File: config.mk
export PLATFORM = sky130hd
export DESIGN_NAME = batched_drain_backoff_scheduler_top
export DESIGN_NICKNAME = d
export VERILOG_FILES = /design/src/rtl/core/bdbs_pkg.sv /design/src/rtl/core/batched_drain_backoff_scheduler_top.sv /design/src/rtl/core/bdbs_cfg_regs.sv
export SDC_FILE = /design/constraint.sdc
export NUM_CORES = 2
export LEC_CHECK = 0
export BUFFER_PORTS_ARGS = -buffer_cell sky130_fd_sc_hd__buf_2
export CAP_MARGIN = 0
export CORE_ASPECT_RATIO = 1.1
export CORE_UTILIZATION = 50
export DETAILED_ROUTE_END_ITERATION = 6
export PLACE_DENSITY = 0.7
export SLEW_MARGIN = 30
export SYNTH_ARGS = -nofsm -noshare
export SYNTH_HDL_FRONTEND = slang
export SYNTH_HIERARCHICAL = 1
export SYNTH_SLANG_ARGS = --single-unit
File: constraint.sdc
create_clock -name aclk -period 6.8 [get_ports aclk]
set_input_delay 0.34 -clock aclk [delete_from_list [all_inputs] [get_ports aclk]]
set_output_delay 0.34 -clock aclk [all_outputs]
set_load 0.02 [all_outputs]
File: src/rtl/core/bdbs_pkg.sv
`timescale 1ns / 1ps
// ----------------------------------------------------------------------------
// bdbs_pkg: shared types and constants of the batched drain backoff scheduler
// Beat layouts, opcodes, action codes, register indexes and reset values.
// ----------------------------------------------------------------------------
package bdbs_pkg;

    localparam int ACTIVITY_BITS_DEF = 16;
    localparam int OUT_ACT_W         = 16;
    localparam int TIME_W            = 32;
    localparam int CFG_ADDR_W        = 3;
    localparam int CFG_DATA_W        = 32;

    // Input opcodes
    localparam logic [1:0] OP_START = 2'd0;
    localparam logic [1:0] OP_TICK  = 2'd1;
    localparam logic [1:0] OP_OFFER = 2'd2;

    // Result actions
    localparam logic [1:0] ACT_NONE    = 2'd0;
    localparam logic [1:0] ACT_OPEN    = 2'd1;
    localparam logic [1:0] ACT_DRAIN   = 2'd2;
    localparam logic [1:0] ACT_COUNTED = 2'd3;

    // Register indexes
    localparam logic [CFG_ADDR_W-1:0] REG_DRAIN_THRESHOLD = 3'd0;
    localparam logic [CFG_ADDR_W-1:0] REG_MAX_INTERVAL    = 3'd1;
    localparam logic [CFG_ADDR_W-1:0] REG_SETTLE_TIME     = 3'd2;
    localparam logic [CFG_ADDR_W-1:0] REG_BACKOFF_BASE    = 3'd3;
    localparam logic [CFG_ADDR_W-1:0] REG_BACKOFF_CAP     = 3'd4;
    localparam logic [CFG_ADDR_W-1:0] REG_SYNC_RETRY      = 3'd5;
    localparam logic [CFG_ADDR_W-1:0] REG_SYNC_ENABLED    = 3'd6;

    // Reset values
    localparam logic [15:0]       DRAIN_THRESHOLD_RST = 16'd4;
    localparam logic [TIME_W-1:0] MAX_INTERVAL_RST    = 32'd600000;
    localparam logic [TIME_W-1:0] SETTLE_TIME_RST     = 32'd200;
    localparam logic [TIME_W-1:0] BACKOFF_BASE_RST    = 32'd30000;
    localparam logic [TIME_W-1:0] BACKOFF_CAP_RST     = 32'd3600000;
    localparam logic [TIME_W-1:0] SYNC_RETRY_RST      = 32'd300000;

    typedef struct packed {
        logic [1:0]        opcode;
        logic [TIME_W-1:0] now_ms;
        logic [15:0]       initial_pending;
        logic              offer_counted;
        logic              sync_due;
        logic              station_up;
        logic              drain_clean;
    } in_beat_t;

    typedef struct packed {
        logic [1:0]           action;
        logic                 cycle_succeeded;
        logic [OUT_ACT_W-1:0] activity_count;
        logic [TIME_W-1:0]    next_allowed_time;
        logic [TIME_W-1:0]    current_backoff;
        logic [TIME_W-1:0]    cycles_done;
    } out_beat_t;

    typedef struct packed {
        logic [15:0]       drain_threshold;
        logic [TIME_W-1:0] max_drain_interval;
        logic [TIME_W-1:0] settle_time;
        logic [TIME_W-1:0] backoff_base;
        logic [TIME_W-1:0] backoff_cap;
        logic [TIME_W-1:0] sync_retry_interval;
        logic              sync_enabled;
        logic              interval_wr;
    } cfg_t;

    // Wrap-safe deadline test: reached when (now - deadline) is non-negative
    function automatic logic reached(input logic [TIME_W-1:0] now,
                                     input logic [TIME_W-1:0] deadline);
        logic [TIME_W-1:0] diff;
        diff = now - deadline;
        return ~diff[TIME_W-1];
    endfunction

endpackage

File: src/rtl/core/batched_drain_backoff_scheduler_top.sv
`timescale 1ns / 1ps
// ----------------------------------------------------------------------------
// batched_drain_backoff_scheduler_top: drain window scheduler
// Coalesces capture activity into drain windows, with a settle phase and a
// capped exponential backoff after failed drain cycles.
// ----------------------------------------------------------------------------
//  channel   | ports                          | beat
//  ----------+--------------------------------+------------------------------
//  input     | s_valid, s_ready, s_data       | start / tick / capture event
//  result    | m_valid, m_ready, m_data       | action and scheduler status
//  config    | cfg_we, cfg_addr, cfg_wdata    | register write, no wait
//
//  Each beat sits in the input register, and one pass of deadline compares and
//  32-bit adds updates the state and fills the result register, which drives
//  m_valid and m_data; a beat passes the input and then the result register.
//  A beat is taken every cycle while the result side keeps up; a stalled
//  result holds in its register while one more beat waits in the input stage.
//  Reset (aresetn low, synchronous) empties both stages and restores the
//  state and registers to their defaults. No clearing pass is needed.
// ----------------------------------------------------------------------------
module batched_drain_backoff_scheduler_top
    import bdbs_pkg::*;
#(
    parameter int ACTIVITY_BITS = ACTIVITY_BITS_DEF
) (
    input  logic                  aclk,
    input  logic                  aresetn,
    input  logic                  s_valid,
    output logic                  s_ready,
    input  in_beat_t              s_data,
    output logic                  m_valid,
    input  logic                  m_ready,
    output out_beat_t             m_data,
    input  logic                  cfg_we,
    input  logic [CFG_ADDR_W-1:0] cfg_addr,
    input  logic [CFG_DATA_W-1:0] cfg_wdata
);

    // Compare width covers both the activity counter and the 16-bit fields
    localparam int CMP_W = (ACTIVITY_BITS > OUT_ACT_W) ? ACTIVITY_BITS : OUT_ACT_W;
    localparam logic [ACTIVITY_BITS-1:0] ACT_MAX = '1;
    localparam logic [OUT_ACT_W-1:0]     OUT_MAX = '1;

    cfg_t cfg;

    bdbs_cfg_regs u_cfg (
        .aclk      (aclk),
        .aresetn   (aresetn),
        .cfg_we    (cfg_we),
        .cfg_addr  (cfg_addr),
        .cfg_wdata (cfg_wdata),
        .cfg       (cfg)
    );

    // Pipeline stages
    logic      in_valid_reg, in_valid_next;
    in_beat_t  in_reg;
    logic      out_valid_reg;
    out_beat_t out_reg, out_next;
    logic      advance;
    logic      s_accept;
    logic      fire;

    // Scheduler state
    logic                     settling_reg, settling_next;
    logic [ACTIVITY_BITS-1:0] activity_reg, activity_next;
    logic [TIME_W-1:0]        last_drain_reg, last_drain_next;
    logic [TIME_W-1:0]        ceiling_reg, ceiling_next;
    logic [TIME_W-1:0]        allowed_reg, allowed_next;
    logic [TIME_W-1:0]        sync_win_reg, sync_win_next;
    logic [TIME_W-1:0]        settle_end_reg, settle_end_next;
    logic [TIME_W-1:0]        backoff_reg, backoff_next;
    logic [TIME_W-1:0]        cycles_reg, cycles_next;

    // Decision terms
    logic [CMP_W-1:0] act_w;
    logic [CMP_W-1:0] pend_w;
    logic             window_due;
    logic             cycle_ok;
    logic [1:0]       action;

    // Result side frees the input stage when empty or taken this cycle
    assign advance  = !out_valid_reg || m_ready;
    assign s_ready  = !in_valid_reg || advance;
    assign s_accept = s_valid && s_ready;
    assign fire     = in_valid_reg && advance;

    assign act_w  = CMP_W'(activity_reg);
    assign pend_w = CMP_W'(in_reg.initial_pending);

    // Window opens past the backoff deadline on threshold, ceiling or sync gate
    always_comb begin
        window_due = 1'b0;
        if (reached(in_reg.now_ms, allowed_reg)) begin
            if (act_w >= CMP_W'(cfg.drain_threshold)) begin
                window_due = 1'b1;
            end else if ((activity_reg != '0) && reached(in_reg.now_ms, ceiling_reg)) begin
                window_due = 1'b1;
            end else if (cfg.sync_enabled && in_reg.sync_due
                         && reached(in_reg.now_ms, sync_win_reg)) begin
                window_due = 1'b1;
            end
        end
    end

    always_comb begin
        settling_next   = settling_reg;
        activity_next   = activity_reg;
        last_drain_next = last_drain_reg;
        ceiling_next    = ceiling_reg;
        allowed_next    = allowed_reg;
        sync_win_next   = sync_win_reg;
        settle_end_next = settle_end_reg;
        backoff_next    = backoff_reg;
        cycles_next     = cycles_reg;
        action          = ACT_NONE;
        cycle_ok        = 1'b0;

        case (in_reg.opcode)
            OP_START: begin
                last_drain_next = in_reg.now_ms;
                ceiling_next    = in_reg.now_ms + cfg.max_drain_interval;
                allowed_next    = in_reg.now_ms;
                sync_win_next   = in_reg.now_ms;
                backoff_next    = cfg.backoff_base;
                settling_next   = 1'b0;
                if (pend_w > CMP_W'(ACT_MAX)) begin
                    activity_next = ACT_MAX;
                end else begin
                    activity_next = pend_w[ACTIVITY_BITS-1:0];
                end
            end
            OP_OFFER: begin
                if (in_reg.offer_counted) begin
                    if (activity_reg != ACT_MAX) begin
                        activity_next = activity_reg + ACTIVITY_BITS'(1);
                    end
                    action = ACT_COUNTED;
                end
            end
            OP_TICK: begin
                if (!settling_reg) begin
                    if (window_due) begin
                        settling_next   = 1'b1;
                        settle_end_next = in_reg.now_ms + cfg.settle_time;
                        action          = ACT_OPEN;
                    end
                end else if (reached(in_reg.now_ms, settle_end_reg)) begin
                    cycle_ok = in_reg.station_up && in_reg.drain_clean;
                    if (in_reg.station_up && cfg.sync_enabled && in_reg.sync_due) begin
                        sync_win_next = in_reg.now_ms + cfg.sync_retry_interval;
                    end
                    last_drain_next = in_reg.now_ms;
                    ceiling_next    = in_reg.now_ms + cfg.max_drain_interval;
                    if (cycle_ok) begin
                        backoff_next  = cfg.backoff_base;
                        allowed_next  = in_reg.now_ms;
                        activity_next = '0;
                    end else begin
                        allowed_next = in_reg.now_ms + backoff_reg;
                        // Double the backoff until it reaches the cap
                        if (backoff_reg >= (cfg.backoff_cap >> 1)) begin
                            backoff_next = cfg.backoff_cap;
                        end else begin
                            backoff_next = backoff_reg << 1;
                        end
                    end
                    cycles_next   = cycles_reg + TIME_W'(1);
                    settling_next = 1'b0;
                    action        = ACT_DRAIN;
                end
            end
            default: begin
            end
        endcase
    end

    // Assemble the result beat from the post-item state
    always_comb begin
        out_next.action          = action;
        out_next.cycle_succeeded = cycle_ok;
        if (CMP_W'(activity_next) > CMP_W'(OUT_MAX)) begin
            out_next.activity_count = OUT_MAX;
        end else begin
            out_next.activity_count = OUT_ACT_W'(activity_next);
        end
        out_next.next_allowed_time = allowed_next;
        out_next.current_backoff   = backoff_next;
        out_next.cycles_done       = cycles_next;
    end

    // Input stage: load on accept, drop when the beat moves on
    always_comb begin
        in_valid_next = in_valid_reg;
        if (s_accept) begin
            in_valid_next = 1'b1;
        end else if (advance) begin
            in_valid_next = 1'b0;
        end
    end

    always_ff @(posedge aclk) begin
        if (!aresetn) begin
            in_valid_reg <= 1'b0;
        end else begin
            in_valid_reg <= in_valid_next;
        end
        if (s_accept) begin
            in_reg <= s_data;
        end
    end

    // Result stage: hold while stalled, advance otherwise
    always_ff @(posedge aclk) begin
        if (!aresetn) begin
            out_valid_reg <= 1'b0;
        end else if (advance) begin
            out_valid_reg <= in_valid_reg;
        end
        if (fire) begin
            out_reg <= out_next;
        end
    end

    // State commits only when a beat is processed; interval writes rebuild the ceiling
    always_ff @(posedge aclk) begin
        if (!aresetn) begin
            settling_reg   <= 1'b0;
            activity_reg   <= '0;
            last_drain_reg <= '0;
            ceiling_reg    <= MAX_INTERVAL_RST;
            allowed_reg    <= '0;
            sync_win_reg   <= '0;
            settle_end_reg <= '0;
            backoff_reg    <= BACKOFF_BASE_RST;
            cycles_reg     <= '0;
        end else begin
            if (fire) begin
                settling_reg   <= settling_next;
                activity_reg   <= activity_next;
                last_drain_reg <= last_drain_next;
                allowed_reg    <= allowed_next;
                sync_win_reg   <= sync_win_next;
                settle_end_reg <= settle_end_next;
                backoff_reg    <= backoff_next;
                cycles_reg     <= cycles_next;
            end
            if (cfg.interval_wr) begin
                ceiling_reg <= last_drain_reg + cfg_wdata;
            end else if (fire) begin
                ceiling_reg <= ceiling_next;
            end
        end
    end

    assign m_valid = out_valid_reg;
    assign m_data  = out_reg;

`ifndef SYNTH
    a_open_enters_settle: assert property (@(posedge aclk) disable iff (!aresetn)
        (fire && action == ACT_OPEN) |=> settling_reg)
        else $error("window opened without entering settle");

    a_drain_leaves_settle: assert property (@(posedge aclk) disable iff (!aresetn)
        (fire && action == ACT_DRAIN) |=>
            (!settling_reg && cycles_reg == $past(cycles_reg) + TIME_W'(1)))
        else $error("drain cycle did not return to hunting or count");

    a_ok_only_on_drain: assert property (@(posedge aclk) disable iff (!aresetn)
        m_valid |-> (!m_data.cycle_succeeded || m_data.action == ACT_DRAIN))
        else $error("success flag outside a drain cycle");

    a_stall_means_full: assert property (@(posedge aclk) disable iff (!aresetn)
        !s_ready |-> (in_valid_reg && out_valid_reg))
        else $error("input stalled with a free stage");
`endif

endmodule

File: src/rtl/core/bdbs_cfg_regs.sv
`timescale 1ns / 1ps
// ----------------------------------------------------------------------------
// bdbs_cfg_regs: configuration register file
// Decodes register writes and holds the scheduler settings.
// ----------------------------------------------------------------------------
module bdbs_cfg_regs
    import bdbs_pkg::*;
(
    input  logic                  aclk,
    input  logic                  aresetn,
    input  logic                  cfg_we,
    input  logic [CFG_ADDR_W-1:0] cfg_addr,
    input  logic [CFG_DATA_W-1:0] cfg_wdata,
    output cfg_t                  cfg
);

    logic [15:0]       threshold_reg;
    logic [TIME_W-1:0] interval_reg;
    logic [TIME_W-1:0] settle_reg;
    logic [TIME_W-1:0] base_reg;
    logic [TIME_W-1:0] cap_reg;
    logic [TIME_W-1:0] retry_reg;
    logic              sync_en_reg;
    logic              interval_wr;

    always_ff @(posedge aclk) begin
        if (!aresetn) begin
            threshold_reg <= DRAIN_THRESHOLD_RST;
            interval_reg  <= MAX_INTERVAL_RST;
            settle_reg    <= SETTLE_TIME_RST;
            base_reg      <= BACKOFF_BASE_RST;
            cap_reg       <= BACKOFF_CAP_RST;
            retry_reg     <= SYNC_RETRY_RST;
            sync_en_reg   <= 1'b0;
        end else if (cfg_we) begin
            unique case (cfg_addr)
                REG_DRAIN_THRESHOLD: threshold_reg <= cfg_wdata[15:0];
                REG_MAX_INTERVAL:    interval_reg  <= cfg_wdata;
                REG_SETTLE_TIME:     settle_reg    <= cfg_wdata;
                REG_BACKOFF_BASE:    base_reg      <= cfg_wdata;
                REG_BACKOFF_CAP:     cap_reg       <= cfg_wdata;
                REG_SYNC_RETRY:      retry_reg     <= cfg_wdata;
                REG_SYNC_ENABLED:    sync_en_reg   <= cfg_wdata[0];
                default: begin
                end
            endcase
        end
    end

    // Flag the interval write so the drain ceiling can be rebuilt
    assign interval_wr = cfg_we && (cfg_addr == REG_MAX_INTERVAL);

    assign cfg.drain_threshold     = threshold_reg;
    assign cfg.max_drain_interval  = interval_reg;
    assign cfg.settle_time         = settle_reg;
    assign cfg.backoff_base        = base_reg;
    assign cfg.backoff_cap         = cap_reg;
    assign cfg.sync_retry_interval = retry_reg;
    assign cfg.sync_enabled        = sync_en_reg;
    assign cfg.interval_wr         = interval_wr;

endmodule
# Word level (Yosys, flattened, before mapping)
# Index checks and enable logic that the tools add are counted.
[totals] input_bits=94 wordCells=143 ff_bits=589
[op_classes] eq_ne=14 bitwise=4 magnitude_cmp=4 n_mux=46 n_addsub=11 n_reduce_logical=33
[op_table] cell="$mux 32" count=19
[op_table] cell="$pmux 32 s2" count=5
[op_table] cell="$add 32x32->32" count=5
[op_table] cell="$sub 32x32->32" count=4
[op_table] cell="$mux 16" count=6
[op_table] cell="$pmux 16 s3" count=1
[op_table] cell="$add 32x1->32 const B" count=1
[op_table] cell="$ge 32x31->1" count=1
[op_table] cell="$gt 16x16->1 const B" count=2
[op_table] cell="$add 16x1->16 const B" count=1
[op_table] cell="$ge 16x16->1" count=1
[op_table] cell="$ne 16x16->1 const B" count=1
[op_table] cell="$reduce_and 2->1" count=8
[op_table] cell="$reduce_bool 16->1" count=1
[op_table] cell="$reduce_and 4->1" count=3
[op_table] cell="$mux 1" count=10
[op_table] cell="$eq 3x3->1 const B" count=3
[op_table] cell="$logic_and 1x1->1" count=9
[op_table] cell="$eq 3x2->1 const B" count=2
[op_table] cell="$mux 2" count=3
[op_table] cell="$ne 2x2->1 const B" count=3
[op_table] cell="$ne 3x2->1 const B" count=2
[op_table] cell="$reduce_bool 2->1" count=3
[op_table] cell="$reduce_and 5->1" count=1
[op_table] cell="other kinds (12)" count=17

# Longest topological paths before layout
[depth] depth_word=10 depth_mapped=16 ltp_nobuf=14

# Cells and area by module
# Netlist, hierarchy kept.
[modules_own_cells] mod="batched_drain_backoff_scheduler_top" n_inst=1 area_per_inst_um2=29249.3 cells_per_inst=3292
[modules_own_cells] mod="bdbs_cfg_regs" n_inst=1 area_per_inst_um2=6647.6 cells_per_inst=641

# Least setup slack after synthesis
# OpenSTA, ideal clock, no wires.
[synth_timing] path_kind="register -> register" startpoint="reg out_valid_reg, in the netlist m_valid" endpoint="reg out_reg, in the netlist m_data[0] (enable)" path_slack_ns=1.416 stages_incl_launch_ff=7 path_buffers=3 arrival_time_ns=4.860 period_less_slack_ns=5.384 path_cell_list="dfxtp_1 nor2b_1 nand2b_1 inv_1 clkbuf_1 clkbuf_1 clkbuf_1"
[synth_between] elab_chain_len=3
[synth_lines] item="start, declared" line_no="batched_drain_backoff_scheduler_top.sv:58" text="logic out_valid_reg;"
[synth_lines] item="start signal, assigned" line_no="batched_drain_backoff_scheduler_top.sv:218" text="out_valid_reg <= in_valid_reg;"
[synth_lines] item="$logic_not 1->1" line_no="batched_drain_backoff_scheduler_top.sv:83" text="assign advance = !out_valid_reg || m_ready;"
[synth_lines] item="$logic_or 1x1->1" line_no="batched_drain_backoff_scheduler_top.sv:83"
[synth_lines] item="$logic_and 1x1->1" line_no="batched_drain_backoff_scheduler_top.sv:86" text="assign fire = in_valid_reg && advance;"
[synth_lines] item="net fire" line_no="batched_drain_backoff_scheduler_top.sv:62" text="logic fire;"
[synth_lines] item="end signal, assigned" line_no="batched_drain_backoff_scheduler_top.sv:221" text="out_reg <= out_next;"
[synth_lines] item="end, declared" line_no="batched_drain_backoff_scheduler_top.sv:59" text="out_beat_t out_reg, out_next;"
# The timed path passes the listed nets, and every way through them passes these cells.
# A chain may end at the register's enable or synchronous reset.

# Worst setup path after layout
[layout_timing] startpoint="reg in_reg[44] (netlist bit)" endpoint="reg settle_end_reg[19]"
[layout_between] elab_chain_len=8
[layout_lines] item="start, declared" line_no="batched_drain_backoff_scheduler_top.sv:57" text="in_beat_t in_reg;"
[layout_lines] item="start signal, assigned" line_no="batched_drain_backoff_scheduler_top.sv:209" text="in_reg <= s_data;"
[layout_lines] item="$sub 32x32->32" line_no="bdbs_pkg.sv:76" text="diff = now - deadline;"
[layout_lines] item="$not 1->1" line_no="bdbs_pkg.sv:77" text="return ~diff[TIME_W-1];"
[layout_lines] item="$logic_and 1x1->1" line_no="batched_drain_backoff_scheduler_top.sv:100" text="&& reached(in_reg.now_ms, sync_win_reg)) begin"
[layout_lines] item="$mux 1" line_no="batched_drain_backoff_scheduler_top.sv:99" text="end else if (cfg.sync_enabled && in_reg.sync_due"
[layout_lines] item="$mux 1" line_no="batched_drain_backoff_scheduler_top.sv:97" text="end else if ((activity_reg != '0) && reached(in_reg.now_ms, ceiling_reg)) begin"
[layout_lines] item="$mux 1" line_no="batched_drain_backoff_scheduler_top.sv:95" text="if (act_w >= CMP_W'(cfg.drain_threshold)) begin"
[layout_lines] item="$mux 1 (*)" line_no="batched_drain_backoff_scheduler_top.sv:94" text="if (reached(in_reg.now_ms, allowed_reg)) begin"
[layout_lines] item="$reduce_and 4->1 (no line) (*)"
[layout_lines] item="end signal, assigned" line_no="batched_drain_backoff_scheduler_top.sv:244" text="settle_end_reg <= settle_end_next;"
[layout_lines] item="end, declared" line_no="batched_drain_backoff_scheduler_top.sv:71" text="logic [TIME_W-1:0] settle_end_reg, settle_end_next;"
# Mark *: on every way between the ends. The rest lies on a longest branch, timed or not.

==> impl_results.md <==
- Outcome: complete, no violations
- Drt total wl: slightly below 100 mm
- Syn_nets: around 4400
- Final ANT Viol Nets: 0
- Top-count cell post-synth: nand2_1
- CTS tree: built
- Final Cell Area: 40500 µm²
- Root cell of the clock tree: clkbuf_16
- Peak per-stage delay on the critical path: ~0.73 ns
- Synth-to-Final Area Change: 12.8%
- Number of DRC markers in iteration 0: roughly 2300
- Die ar.: about 73000 µm²
- Starting Density: 0.508
- Total GRT Usage: 0.261
- Peak VDD IR: 0.210 mV
- CP Data Required Time: between 7 and 8 ns
- Die width: 257 µm
- Slowest CP cell: edfxtp_1
- Max FFs per register: ~120
- Switch share: 0.276
- Routed len/inst: around 19 µm
- DP HPWL: between 70 and 80 mm
- Residual DRC: 0
- Nets: between 4000 and 5000
- Final GP Congestion: ~0.94
- Hold WC Path Type: in -> reg
- LEAKAGE: 0.0176 µW
- EDFF count, synth: ~170
- Pre-Repair DR Iteration Count: 6
- Sink Count: roughly 590
- Comb pwr share: 0.158
- Crit path buf inv count: 1
- Int Power: about 6400 µW
- Initial antenna violation count: 4
- Clock power frac: 0.404
- Hold path endpoint: m_valid
- R2R depth: 13
- Largest net degree at the start of global routing: 193
- Post-Syn Area: 35900 µm²
- Synth area leader: dfxtp_1
- Hold path start: m_ready
- Worst Setup Start Kind: flip-flop
- Critical Path Stages: 13
- Seq. cell area: 13500 µm²
- Final Max Slew Viols: 0
- First-pass GRT wire length: around 150 mm
- Cell Area, Placed: 37800 µm²
- Layout cell share with drive strength beyond 1: 0.0972
- Grt total ovfl: 0
- Via Count: just under 30000
- Max transition margin: 0.342
- Vias per Instance: between 5 and 6
- Gate Count Post-Synth: 3933
- FF-to-FF Start: in_reg[44]
- Asr flop ratio synth: 0
- Worst Hold Slack: between 0.03 and 0.04 ns
- Post-CTS Resized: 0
- Max Root-Sink Buffers: 3
- Endpoints failing hold: 0
- Num CTS Buffers: between 60 and 70
- Top Ports: roughly 210
- Sequential Power Share: 0.438
- Clock Latency Late Sink: just over 0.6 ns
- Worst hold stages: 4
- Core Box Area: 70700 µm²
- Fillers: between 6000 and 7000
- Fin crit period: 4.30 ns
- Yosys top cell area share: 0.234
- Clock-pin slew on the worst setup and hold paths: ~0.06 ns
- Least-Margin Pin Slew: a little under 1 ns
- Unique masters post-synth: between 90 and 100
- Height of the die: roughly 280 µm
- Fmax: roughly 0.23 GHz
- RSZ-0062 raised after global routing: no
- Cells along the critical path: ha_1, a21o_1, a21o_1, a21oi_1, o22ai_1, a2111oi_0, o311ai_1, xnor2_1, o311ai_2, nor3_4, buf_4, or4b_1, o311ai_1
- MaxCap Viol Count: 0
- Worst Path Arrival: 4.82 ns
- Mean Syn Cell Area: 9.13 µm²
- # rows: between 100 and 150
- P per Cell Area: roughly 220 nW/µm²
- Worst setup EP type: flip-flop
- Synth Flop Type: dfxtp_1
- Port Buffers: 210
- Seq cells post-synth: between 500 and 600
- Register area share after synthesis: 0.376
- Skew final: 0.0162 ns
- Sw Pwr: about 2400 µW
- Ys Warns: 6
- Top cells by area, synth: dfxtp_1 (23%), edfxtp_1 (14%), ha_1 (11%), mux2i_1 (7.1%), nand2_1 (4.6%)
- Family with the most delay on the worst path: compound AO/OA/AOI/OAI gates
- Crit-path max FO: 23
- R2R Setup Slk: 2.50 ns
- Multi-input combinational cell area: between 20000 and 25000 µm²
- Crit share post-route: 0.632
- CP Class: reg -> reg
- Worst r2r dst: settle_end_reg[19]
- Setup TNS Final: 0 ns
- Final setup fails: 0
- H-tree Lvls: 3
- Vias in the first global route: 27929
- Top cells by count, synth: nand2_1 (436), dfxtp_1 (420), ha_1 (329)
[per-layer routing]
| layer | wire length [µm] | vias up | GRT usage |
|---|---|---|---|
| met1 | 44000 | 14075 | 0.354 |
| met2 | 45400 | 903 | 0.426 |
| met3 | 5780 | 148 | 0.0313 |
| met4 | 2900 | 0 | 0.0944 |
| li1 | - | 14590 | - |
| met5 | 0 | - | 0 |
[stage by stage]
step / power (µW) / std cells / setup slack (ns) / utilization
finish: 8790 / 5117 / 2.50 / 0.573
global route: 9130 / 5117 / 2.18 / 0.573
CTS: 8840 / 5113 / 2.55 / 0.572
detailed placement: 5270 / 4938 / 2.58 / 0.534
global placement: 5250 / 4937 / 2.63 / 0.534
floorplan: 4880 / 3933 / 1.42 / -
[kinds of logic after synthesis]
family	Yosys count	share of synthesized area
fa+ha+maj	334	0.117
buf+inv	431	0.0488
simple gates	1129	0.146
compound gates	1003	0.194
mux	254	0.0709
xor+xnor	193	0.0471
flops	589	0.376
[worst min-delay path, cell delays in order]
cell and delay [ns]:
buf_2 0.08, nor2b_1 0.06, nor2_1 0.08, nor2_1 0.04
[cell usage in the layout (no fill, tap or decap), types with 36 or more instances in the layout]
master,instances
a221o_1,39
xor2_1,78
a21oi_1,234
nor3_1,57
mux2i_1,253
o21ai_0,153
nand3_1,69
dlygate4sd3_1,54
buf_4,48
nand2_1,435
dfxtp_1,420
nand4_1,50
nor2b_1,86
a21o_1,143
buf_2,209
edfxtp_1,169
xnor2_1,115
and3_1,36
ha_1,327
nor2_1,274
a211oi_1,83
inv_1,236
clkbuf_16,68
[timing repair]
action,CTS,global route
endpoints found under the hold margin,54,0
buffers inserted,0,0
hold buffers,54,0
[power by group through the flow]
stage | clock, µW | sequential (µW) | combinational, µW
after floorplan | 0 | 3950 | 927
after global placement | 0 | 3920 | 1330
after detailed placement | 0 | 3920 | 1350
after CTS | 3610 | 3850 | 1380
after global routing | 3750 | 3860 | 1520
final | 3550 | 3850 | 1390
[area by class of cell]
cell class,count,share of cell area
multi-input cells,2913,0.512
flip-flops and latches,589,0.333
repair buffers,316,0.0506
clock buffers,105,0.0484
well taps,936,0.0289
inverters,239,0.0224
clock inverters,16,0.00414
diodes,3,0.000185
[worst max path at each step]
| stage | startpoint | end | slack [ns] |
|---|---|---|---|
| 4_1_cts | in_reg[44] | settle_end_reg[19] | 2.55 |
| 6_report | in_reg[44] | settle_end_reg[19] | 2.50 |
| 3_3_place_gp | in_reg[47] | ceiling_reg[19] | 2.63 |
| 5_1_grt | in_reg[44] | settle_end_reg[19] | 2.18 |
| 3_5_place_dp | in_reg[44] | settle_end_reg[19] | 2.58 |
| 2_1_floorplan | m_valid | m_data[0] | 1.42 |
Note: power is estimated with default switching activity, not from simulation.
